**config.mk**
```make
export PLATFORM = sky130hd
export DESIGN_NAME = gamepad_report_conditioner_unit
export DESIGN_NICKNAME = d
export VERILOG_FILES = /design/src/hdl/grc_pkg.sv /design/src/hdl/grc_mul.sv /design/src/hdl/grc_div.sv /design/src/hdl/grc_sqrt.sv /design/src/hdl/gamepad_report_conditioner_unit.sv
export VERILOG_INCLUDE_DIRS = /design/src /design/src/hdl
export SDC_FILE = /design/constraint.sdc
export NUM_CORES = 2
export LEC_CHECK = 0
export ABC_AREA = 0
export ABC_CLOCK_PERIOD_IN_PS = 16700
export BUFFER_PORTS_ARGS = -buffer_cell sky130_fd_sc_hd__buf_4
export CAP_MARGIN = 20
export CORE_MARGIN = 2
export CORE_UTILIZATION = 25
export CTS_CLUSTER_DIAMETER = 80
export DETAILED_ROUTE_END_ITERATION = 7
export GPL_TIMING_DRIVEN = 0
export SLEW_MARGIN = 5
export SYNTH_ARGS = -nofsm -noshare
export SYNTH_HDL_FRONTEND = slang
export SYNTH_SLANG_ARGS = --single-unit
```
**constraint.sdc**
```tcl
create_clock -name clk -period 16.7 [get_ports clk]
set_input_delay 1.67 -clock clk [delete_from_list [all_inputs] [get_ports clk]]
set_output_delay 1.67 -clock clk [all_outputs]
set_load 0.02 [all_outputs]
```
**src/hdl/gamepad_report_conditioner_unit_defines.svh**
```systemverilog
// ----------------------------------------------------------------------------
// gamepad report conditioner assertion macros
// concurrent check wrappers, empty when SYNTHESIS is defined
// ----------------------------------------------------------------------------
`ifndef GAMEPAD_REPORT_CONDITIONER_UNIT_DEFINES_SVH
`define GAMEPAD_REPORT_CONDITIONER_UNIT_DEFINES_SVH
`ifndef SYNTHESIS
// property must hold at every clock edge outside reset
`define GRC_ASSERT(label, clk, rst, prop) \
  label: assert property (@(posedge clk) disable iff (rst) prop) \
    else $error("gamepad conditioner check failed");
// expression must never be true outside reset
`define GRC_NEVER(label, clk, rst, expr) \
  label: assert property (@(posedge clk) disable iff (rst) !(expr)) \
    else $error("gamepad conditioner forbidden condition");
`else
`define GRC_ASSERT(label, clk, rst, prop)
`define GRC_NEVER(label, clk, rst, expr)
`endif
`endif

```
**src/hdl/grc_pkg.sv**
```systemverilog
// ----------------------------------------------------------------------------
// grc_pkg
// shared constants and datapath widths of the gamepad report conditioner
// ----------------------------------------------------------------------------
`default_nettype none

package grc_pkg;

  // full scale of a conditioned axis
  localparam int AXIS_MAX = 32000;

  // shift-add multiplier operand widths
  localparam int MUL_AW = 64;
  localparam int MUL_BW = 32;

  // restoring divider widths
  localparam int DIV_NW = 64;
  localparam int DIV_DW = 50;
  localparam int DIV_QW = 24;

  // square root: radicand width, root width, fractional bits of the root
  localparam int SQ_NW   = 43;
  localparam int SQ_RW   = 38;
  localparam int SQ_FRAC = 16;

endpackage

`default_nettype wire

```
**src/hdl/grc_mul.sv**
```systemverilog
// ----------------------------------------------------------------------------
// grc_mul
// shift-add multiplier, one bit of b per cycle, stops when b runs out
// ----------------------------------------------------------------------------
`default_nettype none

module grc_mul (
  input  logic                        clk,
  input  logic                        rst,
  input  logic                        start,
  input  logic [grc_pkg::MUL_AW-1:0]  a,
  input  logic [grc_pkg::MUL_BW-1:0]  b,
  output logic                        busy,
  output logic [grc_pkg::MUL_AW-1:0]  p
);
  import grc_pkg::*;

  logic [MUL_AW-1:0] aa;
  logic [MUL_BW-1:0] bb;

  // busy while multiplier bits remain
  always_ff @(posedge clk) begin
    if (rst) begin
      busy <= 1'b0;
    end else if (start) begin
      busy <= (b != '0);
    end else if (busy) begin
      busy <= (bb[MUL_BW-1:1] != '0);
    end
  end

  // accumulate shifted multiplicand
  always_ff @(posedge clk) begin
    if (start) begin
      p  <= '0;
      aa <= a;
      bb <= b;
    end else if (busy) begin
      if (bb[0]) begin
        p <= p + aa;
      end
      aa <= aa << 1;
      bb <= bb >> 1;
    end
  end

endmodule

`default_nettype wire

```
**src/hdl/grc_div.sv**
```systemverilog
// ----------------------------------------------------------------------------
// grc_div
// restoring divider, one quotient bit per cycle, quotient known to be narrow
// ----------------------------------------------------------------------------
`default_nettype none

module grc_div (
  input  logic                        clk,
  input  logic                        rst,
  input  logic                        start,
  input  logic [grc_pkg::DIV_NW-1:0]  num,
  input  logic [grc_pkg::DIV_DW-1:0]  den,
  output logic                        busy,
  output logic [grc_pkg::DIV_QW-1:0]  q
);
  import grc_pkg::*;

  localparam int SH_W  = DIV_DW + DIV_QW - 1;
  localparam int CNT_W = $clog2(DIV_QW);

  logic [DIV_NW-1:0] rem;
  logic [SH_W-1:0]   dsh;
  logic [CNT_W-1:0]  cnt;
  logic              fits;

  // compare remainder against shifted divisor
  assign fits = ({{(SH_W-DIV_NW){1'b0}}, rem} >= dsh);

  // step counter
  always_ff @(posedge clk) begin
    if (rst) begin
      busy <= 1'b0;
    end else if (start) begin
      busy <= 1'b1;
    end else if (busy && cnt == '0) begin
      busy <= 1'b0;
    end
  end

  // subtract and shift
  always_ff @(posedge clk) begin
    if (start) begin
      rem <= num;
      dsh <= {den, {(DIV_QW-1){1'b0}}};
      q   <= '0;
      cnt <= CNT_W'(DIV_QW-1);
    end else if (busy) begin
      if (fits) begin
        rem <= rem - dsh[DIV_NW-1:0];
      end
      q   <= {q[DIV_QW-2:0], fits};
      dsh <= dsh >> 1;
      cnt <= cnt - 1'b1;
    end
  end

endmodule

`default_nettype wire

```
**src/hdl/grc_sqrt.sv**
```systemverilog
// ----------------------------------------------------------------------------
// grc_sqrt
// digit-by-digit square root of n with 16 fractional root bits, one bit a cycle
// ----------------------------------------------------------------------------
`default_nettype none

module grc_sqrt (
  input  logic                        clk,
  input  logic                        rst,
  input  logic                        start,
  input  logic [grc_pkg::SQ_NW-1:0]   n,
  output logic                        busy,
  output logic [grc_pkg::SQ_RW-1:0]   root
);
  import grc_pkg::*;

  localparam int RAD_W = 2 * SQ_RW;
  localparam int REM_W = SQ_RW + 2;
  localparam int CNT_W = $clog2(SQ_RW);

  logic [RAD_W-1:0] rad;
  logic [REM_W-1:0] rem;
  logic [REM_W-1:0] rem_sh;
  logic [REM_W-1:0] trial;
  logic [CNT_W-1:0] cnt;
  logic             take;

  // bring down next pair of radicand bits
  assign rem_sh = {rem[SQ_RW-1:0], rad[RAD_W-1:RAD_W-2]};
  assign trial  = {root, 2'b01};
  assign take   = (rem_sh >= trial);

  // step counter
  always_ff @(posedge clk) begin
    if (rst) begin
      busy <= 1'b0;
    end else if (start) begin
      busy <= 1'b1;
    end else if (busy && cnt == '0) begin
      busy <= 1'b0;
    end
  end

  // trial subtract per root bit
  always_ff @(posedge clk) begin
    if (start) begin
      rad  <= RAD_W'({n, {(2*SQ_FRAC){1'b0}}});
      rem  <= '0;
      root <= '0;
      cnt  <= CNT_W'(SQ_RW-1);
    end else if (busy) begin
      rem  <= take ? (rem_sh - trial) : rem_sh;
      root <= {root[SQ_RW-2:0], take};
      rad  <= rad << 2;
      cnt  <= cnt - 1'b1;
    end
  end

endmodule

`default_nettype wire

```
**src/hdl/gamepad_report_conditioner_unit.sv**
```systemverilog
// ----------------------------------------------------------------------------
// gamepad_report_conditioner_unit
// radial stick deadzone with rescale and clamp, trigger deadzone and scaling,
// trigger press, virtual direction keys, z axis and a button change flag
// ----------------------------------------------------------------------------
// processing time: shortest for sticks inside their zones and idle triggers,
//   longest for both sticks rescaled and clamped
// one report at a time: a new report is accepted only in idle, after the
//   last result is registered; the sequencer drives one shift-add multiplier,
//   one divider and one square root unit in turn, one operation at a time
// reset: synchronous, control and configuration registers to defaults, last packet all ones, no result
// ----------------------------------------------------------------------------
`default_nettype none
`include "gamepad_report_conditioner_unit_defines.svh"

module gamepad_report_conditioner_unit (
  input  logic               clk,
  input  logic               rst,
  input  logic               in_valid,
  output logic               in_ready,
  input  logic [31:0]        packet_number,
  input  logic signed [15:0] left_x,
  input  logic signed [15:0] left_y,
  input  logic signed [15:0] right_x,
  input  logic signed [15:0] right_y,
  input  logic [7:0]         left_trigger,
  input  logic [7:0]         right_trigger,
  input  logic [15:0]        button_word,
  output logic               out_valid,
  input  logic               out_ready,
  output logic signed [15:0] stick_lx,
  output logic signed [15:0] stick_ly,
  output logic signed [15:0] stick_rx,
  output logic signed [15:0] stick_ry,
  output logic [14:0]        slider_left,
  output logic [14:0]        slider_right,
  output logic signed [15:0] z_axis,
  output logic [15:0]        buttons_out,
  output logic [1:0]         trigger_pressed,
  output logic [7:0]         virtual_dirs,
  output logic               buttons_changed,
  input  logic               cfg_we,
  input  logic [1:0]         cfg_index,
  input  logic [14:0]        cfg_data
);
  import grc_pkg::*;

  // register indexes
  localparam logic [1:0] REG_LEFT_DZ  = 2'd0;
  localparam logic [1:0] REG_RIGHT_DZ = 2'd1;
  localparam logic [1:0] REG_TRIG_THR = 2'd2;
  localparam logic [1:0] REG_VC_EN    = 2'd3;

  // sequencer states
  localparam logic [4:0] S_IDLE     = 5'd0;
  localparam logic [4:0] S_STK_INIT = 5'd1;
  localparam logic [4:0] S_SQ_X     = 5'd2;
  localparam logic [4:0] S_SQ_XW    = 5'd3;
  localparam logic [4:0] S_SQ_Y     = 5'd4;
  localparam logic [4:0] S_SQ_YW    = 5'd5;
  localparam logic [4:0] S_DZ_SQ    = 5'd6;
  localparam logic [4:0] S_DZ_SQW   = 5'd7;
  localparam logic [4:0] S_RT       = 5'd8;
  localparam logic [4:0] S_RT_W     = 5'd9;
  localparam logic [4:0] S_SPAN     = 5'd10;
  localparam logic [4:0] S_SPAN_W   = 5'd11;
  localparam logic [4:0] S_DEN      = 5'd12;
  localparam logic [4:0] S_DEN_W    = 5'd13;
  localparam logic [4:0] S_SC_MUL   = 5'd14;
  localparam logic [4:0] S_SC_MW    = 5'd15;
  localparam logic [4:0] S_SC_DW    = 5'd16;
  localparam logic [4:0] S_STK_END  = 5'd17;
  localparam logic [4:0] S_TR_INIT  = 5'd18;
  localparam logic [4:0] S_TR_D1W   = 5'd19;
  localparam logic [4:0] S_TR_MW    = 5'd20;
  localparam logic [4:0] S_TR_D2W   = 5'd21;
  localparam logic [4:0] S_TR_NEXT  = 5'd22;
  localparam logic [4:0] S_FIN      = 5'd23;

  localparam int VAL_W = 22;
  localparam int D2_W  = SQ_NW;

  localparam logic [14:0] RST_LEFT_DZ  = 15'd7849;
  localparam logic [14:0] RST_RIGHT_DZ = 15'd8689;
  localparam logic [7:0]  RST_TRIG_THR = 8'd30;
  localparam logic [14:0] DZ_MAX       = 15'(AXIS_MAX - 1000);
  localparam logic [D2_W-1:0] CLAMP_SQ = D2_W'(AXIS_MAX * AXIS_MAX);
  localparam logic [DIV_QW-1:0] Q_MAX  = DIV_QW'(AXIS_MAX);
  localparam logic signed [VAL_W-1:0] VAL_MAX = VAL_W'(AXIS_MAX);
  localparam logic signed [VAL_W-1:0] VAL_MIN = -VAL_MAX;
  localparam logic [7:0]  PRESS_MIN    = 8'd36;
  localparam logic [7:0]  TRIG_FULL    = 8'd255;
  localparam logic signed [15:0] DIR_LEVEL = 16'sd16384;

  // direction keys of one stick: right, left, up, down
  function automatic logic [3:0] dir_bits(input logic signed [15:0] h,
                                          input logic signed [15:0] v);
    logic [3:0] b;
    b = '0;
    if (h >= DIR_LEVEL) begin
      b[0] = 1'b1;
    end else if (h <= -DIR_LEVEL) begin
      b[1] = 1'b1;
    end
    if (v >= DIR_LEVEL) begin
      b[2] = 1'b1;
    end else if (v <= -DIR_LEVEL) begin
      b[3] = 1'b1;
    end
    return b;
  endfunction

  // control state
  logic [4:0]  state;
  logic [31:0] last_packet;
  logic [25:0] prev_set;
  logic signed [16:0] held_z;
  logic [14:0] left_dz;
  logic [14:0] right_dz;
  logic [7:0]  thr;
  logic        vc_en;
  logic        stk;
  logic        phase;
  logic        comp;
  logic        trg;

  // datapath registers
  logic signed [15:0] lx_r, ly_r, rx_r, ry_r;
  logic [7:0]  lt_r, rt_r;
  logic [15:0] btn_r;
  logic signed [VAL_W-1:0] vx, vy;
  logic [D2_W-1:0]   d2;
  logic [14:0]       dzr;
  logic [SQ_RW-1:0]  dq;
  logic [MUL_AW-1:0] mulv;
  logic [DIV_DW-1:0] den;
  logic signed [15:0] sx, sy, tx, ty;
  logic [14:0] sl, sr;

  // shared unit hookup
  logic              mul_start, mul_busy;
  logic [MUL_AW-1:0] mul_a, mul_p;
  logic [MUL_BW-1:0] mul_b;
  logic              div_start, div_busy;
  logic [DIV_NW-1:0] div_num;
  logic [DIV_DW-1:0] div_den;
  logic [DIV_QW-1:0] div_q;
  logic              sq_start, sq_busy;
  logic [SQ_RW-1:0]  sq_root;

  // derived values
  logic [14:0]       dz_raw, dz_eff;
  logic [VAL_W-1:0]  mag_x, mag_y, mag_c;
  logic [D2_W-1:0]   d2_sum;
  logic [DIV_QW-1:0] sc_q_lim;
  logic [VAL_W-1:0]  sc_mag;
  logic              sc_neg;
  logic signed [VAL_W-1:0] sc_val;
  logic [7:0]  trig_v, trig_d;
  logic [1:0]  pressed;
  logic [7:0]  dirs;
  logic signed [16:0] z_new;
  logic [25:0] set_now;
  logic        in_fire;

  assign in_ready = (state == S_IDLE);
  assign in_fire  = in_valid && in_ready;

  // effective stick deadzone
  assign dz_raw = stk ? right_dz : left_dz;
  assign dz_eff = (dz_raw > DZ_MAX) ? DZ_MAX : dz_raw;

  // magnitudes of the working vector
  assign mag_x = vx[VAL_W-1] ? VAL_W'(-vx) : VAL_W'(vx);
  assign mag_y = vy[VAL_W-1] ? VAL_W'(-vy) : VAL_W'(vy);
  assign mag_c = comp ? mag_y : mag_x;
  assign d2_sum = d2 + mul_p[D2_W-1:0];

  // rounded component with sign restored, clamped in the circle pass
  assign sc_q_lim = (phase && div_q > Q_MAX) ? Q_MAX : div_q;
  assign sc_mag   = VAL_W'(sc_q_lim);
  assign sc_neg   = comp ? vy[VAL_W-1] : vx[VAL_W-1];
  assign sc_val   = sc_neg ? -$signed(sc_mag) : $signed(sc_mag);

  // trigger operands
  assign trig_v = trg ? rt_r : lt_r;
  assign trig_d = trig_v - thr;

  // digital set of the report
  assign pressed[0] = (lt_r >= PRESS_MIN) && (lt_r > thr);
  assign pressed[1] = (rt_r >= PRESS_MIN) && (rt_r > thr);
  assign dirs  = vc_en ? {dir_bits(rx_r, ry_r), dir_bits(lx_r, ly_r)} : 8'h00;
  assign z_new = vc_en ? ($signed({2'b00, sr}) - $signed({2'b00, sl})) : held_z;
  assign set_now = {dirs, pressed, btn_r};

  // unit start and operand selection
  always_comb begin
    mul_start = 1'b0;
    mul_a     = '0;
    mul_b     = '0;
    div_start = 1'b0;
    div_num   = '0;
    div_den   = '0;
    sq_start  = 1'b0;
    unique case (state)
      S_SQ_X: begin
        mul_start = 1'b1;
        mul_a     = MUL_AW'(mag_x);
        mul_b     = MUL_BW'(mag_x);
      end
      S_SQ_Y: begin
        mul_start = 1'b1;
        mul_a     = MUL_AW'(mag_y);
        mul_b     = MUL_BW'(mag_y);
      end
      S_DZ_SQ: begin
        mul_start = 1'b1;
        mul_a     = MUL_AW'(dzr);
        mul_b     = MUL_BW'(dzr);
      end
      S_RT: begin
        sq_start = 1'b1;
      end
      S_SPAN: begin
        mul_start = 1'b1;
        mul_a     = MUL_AW'(dq) - (MUL_AW'(dzr) << SQ_FRAC);
        mul_b     = MUL_BW'(AXIS_MAX);
      end
      S_DEN: begin
        mul_start = 1'b1;
        mul_a     = MUL_AW'(dq);
        mul_b     = MUL_BW'(AXIS_MAX) - MUL_BW'(dzr);
      end
      S_SC_MUL: begin
        mul_start = 1'b1;
        mul_a     = mulv;
        mul_b     = MUL_BW'({mag_c, 1'b0});
      end
      S_SC_MW: begin
        div_start = !mul_busy;
        div_num   = mul_p + DIV_NW'(den);
        div_den   = {den[DIV_DW-2:0], 1'b0};
      end
      S_TR_INIT: begin
        div_start = (trig_v > thr);
        div_num   = DIV_NW'({trig_d, 8'h00}) - DIV_NW'(trig_d);
        div_den   = DIV_DW'(TRIG_FULL - thr);
      end
      S_TR_D1W: begin
        mul_start = !div_busy;
        mul_a     = MUL_AW'(div_q);
        mul_b     = MUL_BW'(2 * AXIS_MAX);
      end
      S_TR_MW: begin
        div_start = !mul_busy;
        div_num   = mul_p + DIV_NW'(TRIG_FULL);
        div_den   = DIV_DW'(2 * TRIG_FULL);
      end
      default: begin
      end
    endcase
  end

  // sequencer and datapath registers
  always_ff @(posedge clk) begin
    if (rst) begin
      state       <= S_IDLE;
      last_packet <= '1;
      prev_set    <= '0;
      held_z      <= '0;
      left_dz     <= RST_LEFT_DZ;
      right_dz    <= RST_RIGHT_DZ;
      thr         <= RST_TRIG_THR;
      vc_en       <= 1'b1;
      out_valid   <= 1'b0;
      stk         <= 1'b0;
      phase       <= 1'b0;
      comp        <= 1'b0;
      trg         <= 1'b0;
    end else begin
      // configuration writes
      if (cfg_we) begin
        unique case (cfg_index)
          REG_LEFT_DZ:  left_dz  <= cfg_data;
          REG_RIGHT_DZ: right_dz <= cfg_data;
          REG_TRIG_THR: thr      <= cfg_data[7:0];
          REG_VC_EN:    vc_en    <= cfg_data[0];
        endcase
      end

      // result transfer
      if (out_valid && out_ready) begin
        out_valid <= 1'b0;
      end

      unique case (state)
        S_IDLE: begin
          if (in_fire && packet_number != last_packet) begin
            last_packet <= packet_number;
            lx_r  <= left_x;
            ly_r  <= left_y;
            rx_r  <= right_x;
            ry_r  <= right_y;
            lt_r  <= left_trigger;
            rt_r  <= right_trigger;
            btn_r <= button_word;
            stk   <= 1'b0;
            state <= S_STK_INIT;
          end
        end
        S_STK_INIT: begin
          vx    <= VAL_W'(stk ? rx_r : lx_r);
          vy    <= VAL_W'(stk ? ry_r : ly_r);
          dzr   <= dz_eff;
          phase <= (dz_eff == '0);
          state <= S_SQ_X;
        end
        S_SQ_X: state <= S_SQ_XW;
        S_SQ_XW: begin
          if (!mul_busy) begin
            d2    <= mul_p[D2_W-1:0];
            state <= S_SQ_Y;
          end
        end
        S_SQ_Y: state <= S_SQ_YW;
        S_SQ_YW: begin
          if (!mul_busy) begin
            d2 <= d2_sum;
            if (!phase) begin
              state <= S_DZ_SQ;
            end else if (d2_sum > CLAMP_SQ) begin
              state <= S_RT;
            end else begin
              state <= S_STK_END;
            end
          end
        end
        S_DZ_SQ: state <= S_DZ_SQW;
        S_DZ_SQW: begin
          if (!mul_busy) begin
            if (d2 < mul_p[D2_W-1:0]) begin
              vx    <= '0;
              vy    <= '0;
              state <= S_STK_END;
            end else begin
              state <= S_RT;
            end
          end
        end
        S_RT: state <= S_RT_W;
        S_RT_W: begin
          if (!sq_busy) begin
            dq <= sq_root;
            if (!phase) begin
              state <= S_SPAN;
            end else begin
              mulv  <= MUL_AW'(AXIS_MAX) << SQ_FRAC;
              den   <= DIV_DW'(sq_root);
              comp  <= 1'b0;
              state <= S_SC_MUL;
            end
          end
        end
        S_SPAN: state <= S_SPAN_W;
        S_SPAN_W: begin
          if (!mul_busy) begin
            mulv  <= mul_p;
            state <= S_DEN;
          end
        end
        S_DEN: state <= S_DEN_W;
        S_DEN_W: begin
          if (!mul_busy) begin
            den   <= mul_p[DIV_DW-1:0];
            comp  <= 1'b0;
            state <= S_SC_MUL;
          end
        end
        S_SC_MUL: state <= S_SC_MW;
        S_SC_MW: begin
          if (!mul_busy) begin
            state <= S_SC_DW;
          end
        end
        S_SC_DW: begin
          if (!div_busy) begin
            if (comp) begin
              vy <= sc_val;
            end else begin
              vx <= sc_val;
            end
            if (!comp) begin
              comp  <= 1'b1;
              state <= S_SC_MUL;
            end else if (!phase) begin
              phase <= 1'b1;
              state <= S_SQ_X;
            end else begin
              state <= S_STK_END;
            end
          end
        end
        S_STK_END: begin
          if (!stk) begin
            sx    <= vx[15:0];
            sy    <= vy[15:0];
            stk   <= 1'b1;
            state <= S_STK_INIT;
          end else begin
            tx    <= vx[15:0];
            ty    <= vy[15:0];
            trg   <= 1'b0;
            state <= S_TR_INIT;
          end
        end
        S_TR_INIT: begin
          if (trig_v > thr) begin
            state <= S_TR_D1W;
          end else begin
            if (trg) begin
              sr <= '0;
            end else begin
              sl <= '0;
            end
            state <= S_TR_NEXT;
          end
        end
        S_TR_D1W: begin
          if (!div_busy) begin
            state <= S_TR_MW;
          end
        end
        S_TR_MW: begin
          if (!mul_busy) begin
            state <= S_TR_D2W;
          end
        end
        S_TR_D2W: begin
          if (!div_busy) begin
            if (trg) begin
              sr <= div_q[14:0];
            end else begin
              sl <= div_q[14:0];
            end
            state <= S_TR_NEXT;
          end
        end
        S_TR_NEXT: begin
          if (!trg) begin
            trg   <= 1'b1;
            state <= S_TR_INIT;
          end else begin
            state <= S_FIN;
          end
        end
        S_FIN: begin
          if (!out_valid || out_ready) begin
            stick_lx        <= sx;
            stick_ly        <= sy;
            stick_rx        <= tx;
            stick_ry        <= ty;
            slider_left     <= sl;
            slider_right    <= sr;
            z_axis          <= z_new[15:0];
            buttons_out     <= btn_r;
            trigger_pressed <= pressed;
            virtual_dirs    <= dirs;
            buttons_changed <= (set_now != prev_set);
            held_z          <= z_new;
            prev_set        <= set_now;
            out_valid       <= 1'b1;
            state           <= S_IDLE;
          end
        end
        default: state <= S_IDLE;
      endcase
    end
  end

  // shared arithmetic units
  grc_mul u_mul (
    .clk   (clk),
    .rst   (rst),
    .start (mul_start),
    .a     (mul_a),
    .b     (mul_b),
    .busy  (mul_busy),
    .p     (mul_p)
  );

  grc_div u_div (
    .clk   (clk),
    .rst   (rst),
    .start (div_start),
    .num   (div_num),
    .den   (div_den),
    .busy  (div_busy),
    .q     (div_q)
  );

  grc_sqrt u_sqrt (
    .clk   (clk),
    .rst   (rst),
    .start (sq_start),
    .n     (d2),
    .busy  (sq_busy),
    .root  (sq_root)
  );

  // checks
  `GRC_NEVER(a_one_unit_busy, clk, rst, ($countones({mul_busy, div_busy, sq_busy}) > 1))
  `GRC_ASSERT(a_idle_units_quiet, clk, rst, in_ready |-> !(mul_busy || div_busy || sq_busy))
  `GRC_ASSERT(a_repeat_dropped, clk, rst, (in_fire && packet_number == last_packet) |=> (state == S_IDLE))
  `GRC_ASSERT(a_stick_in_circle, clk, rst, (state == S_STK_END) |-> (vx <= VAL_MAX && vx >= VAL_MIN && vy <= VAL_MAX && vy >= VAL_MIN))

endmodule

`default_nettype wire
```
==> flow_metrics.tcl <==
set metrics [dict create \
    status "complete, no violations" \
    ys.flop_type "edfxtp_1" \
    cp-start-kind "register" \
    cp.required_ns 17.22 \
    reg2reg_depth 20 \
    clock_skew_ns 0.0608 \
    power_mw 10.2 \
    grt_use_total_pct 17.5 \
    core_sq_mm 0.260 \
    hold_violations 0 \
    final_cells 10600 \
    seq_area_frac_synth_pct 48.3 \
    clkTransAtPathRegs_ns 0.06 \
    syn_nets 7175 \
    met3_usage_pct 3.15 \
    nNetsFinal 7647 \
    pwr_density_cell_mw_per_mm2 133 \
    grt_use_met2_pct 28.0 \
    vdd_drop_max_uv 98.4 \
    met1_usage_pct 23.3 \
    finalSetupTns_ns 0 \
    boundaryPins 289 \
    netlist_top_cells_area "edfxtp_1 38%, dfxtp_1 10%, ha_1 7.0%" \
    ant_nets 0 \
    drt-wirelength-per-cell_microns 22.5 \
    crit_fanout 10 \
    port_buffers 288 \
    rrSetupSlack_ns 10.13 \
    drive_gt1_share_pct 9.01 \
    vias_per_cell 5.10 \
    final_common_cell "nand2_1" \
    root_buffer "clkbuf_16" \
    cts.sinks 1159 \
    grt_busiest_layer "met2" \
    h-tree-depth 4 \
    rows 187 \
    clock_latency_ns 0.83 \
    postCtsHoldBufs 0 \
    max_cap_viol_count 0 \
    die_area_sq_mm 0.265 \
    start_util_pct 25.1 \
    rr_endpoint "u_div.rem[52]" \
    layout_common_cells "855 x nand2_1, 834 x edfxtp_1, 511 x a21oi_1" \
    gr-total-overflow 0 \
    die_height_microns 515 \
    crit_start "state[0]" \
    dpl_cell_area_sq_mm 0.0724 \
    cts_tree "built" \
    hold_class "reg2reg" \
    netlist.area_leader.share_pct 38.3 \
    hold_path_startpoint "sy[9]" \
    grt_first_pass_wirelength_microns 349000 \
    timing.rr.start "state[0]" \
    grt_max_degree 61 \
    fin_area_sq_mm 0.0771 \
    routed_wl_microns 239000 \
    area_growth_pct 18.0 \
    setup_viol 0 \
    grt_pass1_vias 52300 \
    worst_pin_slew_ns 1.26 \
    yosysWarnings 0 \
    dpl.cell_count 10400 \
    synth.avg_cell_area_sq_um 9.81 \
    antenna_found_initial 16 \
    drt_iter0_drc 5366 \
    die_w_microns 515 \
    ys_ff_latch 1159 \
    netlist_area_sq_mm 0.0653 \
    endpoint "u_div.rem[52]" \
    postCtsSetupBuffers 0 \
    critPathKind "reg2reg" \
    cts_resized 0 \
    clock.fmax_ghz 0.152 \
    slew_violations 0 \
    synthCells 6655 \
    cts_buffers 131 \
    arrival_ns 7.09 \
    period_minus_slack_ns 6.57 \
    cts_max_path_buffers 3 \
    vias 54300 \
    rsz0062_at_grt "no" \
    drc 0 \
    slew_headroom_pct 16.2 \
    place_hpwl_microns 191000 \
    ys_async_sr_fraction_pct 0 \
    synth_cell_types 95 \
    end_kind "register" \
    synth-edff-count 834 \
    gp_congestion 0.966 \
    yosysTopAreaCell "edfxtp_1" \
    fin_crit_sh_pct 39.4 \
    first_pass_iters 6 \
    power_leakage_nw 28.8 \
]
## stage by stage
stage	util [%]	setup WS, ns	hold WS (ns)
finish	29.7	10.13	0.414
detailed placement	27.9	10.15	0.405
floorplan	-	7.91	0.400
global route	29.7	9.64	0.421
global placement	27.6	4.47	0.403
CTS	29.7	10.14	0.416
## cell families (layout without fill, tap and decap cells)
group	Yosys count	after routing	synth area share [%]
AND/OR/NAND/NOR	2173	2173	15.3
AO/OA/AOI/OAI	1690	1690	16.7
flip-flops	1159	1159	48.3
buffers and inverters	648	1229	3.75
XOR/XNOR	390	390	5.23
adder cells (fa/ha/maj)	370	370	7.17
multiplexers	225	225	3.50
other	0	8	0
## worst min path at each step
| stage | slack (ns) | depth (start not counted) | end |
|---|---|---|---|
| 2_1_floorplan | 0.40 | 0 | stick_lx[0] |
| 3_5_place_dp | 0.40 | 0 | stick_lx[2] |
| 4_1_cts | 0.42 | 0 | stick_ry[12] |
| 3_3_place_gp | 0.40 | 0 | stick_lx[2] |
| 6_report | 0.41 | 0 | stick_ly[9] |
| 5_1_grt | 0.42 | 0 | stick_ry[8] |
## cells in the mapped netlist, types with 77 or more instances
master    count
edfxtp_1    834
nand2_1     856
clkbuf_1    285
o21ai_0     343
nor3_1      137
inv_1       324
ha_1        363
nor2_1      508
and2_1      109
nand3_1     122
a21o_1      178
dfxtp_1     325
mux2i_1     199
xnor2_1     244
xor2_1      146
nand4_1      77
a21oi_1     511
## critical path, cell delays in order, from the launching register on
cell	delay, ns
dfxtp_1	0.29
clkbuf_1	0.15
nor2_1	0.60
nand3_1	0.38
clkbuf_1	0.39
nand2b_1	0.27
ha_1	0.20
inv_1	0.06
fa_1	0.39
nor2b_1	0.12
o21ai_0	0.12
a21boi_1	0.31
o221ai_1	0.23
a211oi_1	0.72
o211ai_1	0.37
o31ai_2	0.48
a21oi_1	0.24
o21ai_2	0.37
nand3_1	0.14
xor2_1	0.30
o22ai_1	0.12
## flip-flops by register name, indices dropped and copies added (netlist names), 24 cells and up
signal / count
d2: 43
den: 50
dq: 38
last_packet: 32
mulv: 64
prev_set: 26
u_div.dsh: 73
u_div.q: 24
u_div.rem: 64
u_mul.aa: 64
u_mul.bb: 32
u_mul.p: 64
u_sqrt.rad: 44
u_sqrt.rem: 38
u_sqrt.root: 38
## power breakdown
part / switching, mW / total, mW / internal, mW
clock: 1.31 / 3.05 / 1.74
sequential: 0.389 / 3.80 / 3.42
combinational: 2.11 / 3.39 / 1.28
total: 3.81 / 10.2 / 6.44
## layout make-up
| type | count | area, sq um |
|---|---|---|
| clock inverters | 66 | 913 |
| diodes | 8 | 20.0 |
| clock buffers | 176 | 3700 |
| flip-flops and latches | 1159 | 31600 |
| multi-input cells | 4848 | 31400 |
| fillers | 27000 | 183000 |
| inverters | 326 | 1220 |
| well taps | 3402 | 4260 |
| plain buffers | 322 | 1220 |
| repair buffers | 339 | 2750 |
## per-layer routing
layer  wire (microns)  vias to the layer above
met2           108000                     2067
met3            16300                      390
met5               60                        -
met1           105000                    26600
met4            10100                       10
li1                 -                    25200
Note: power is estimated with default switching activity, not from simulation.
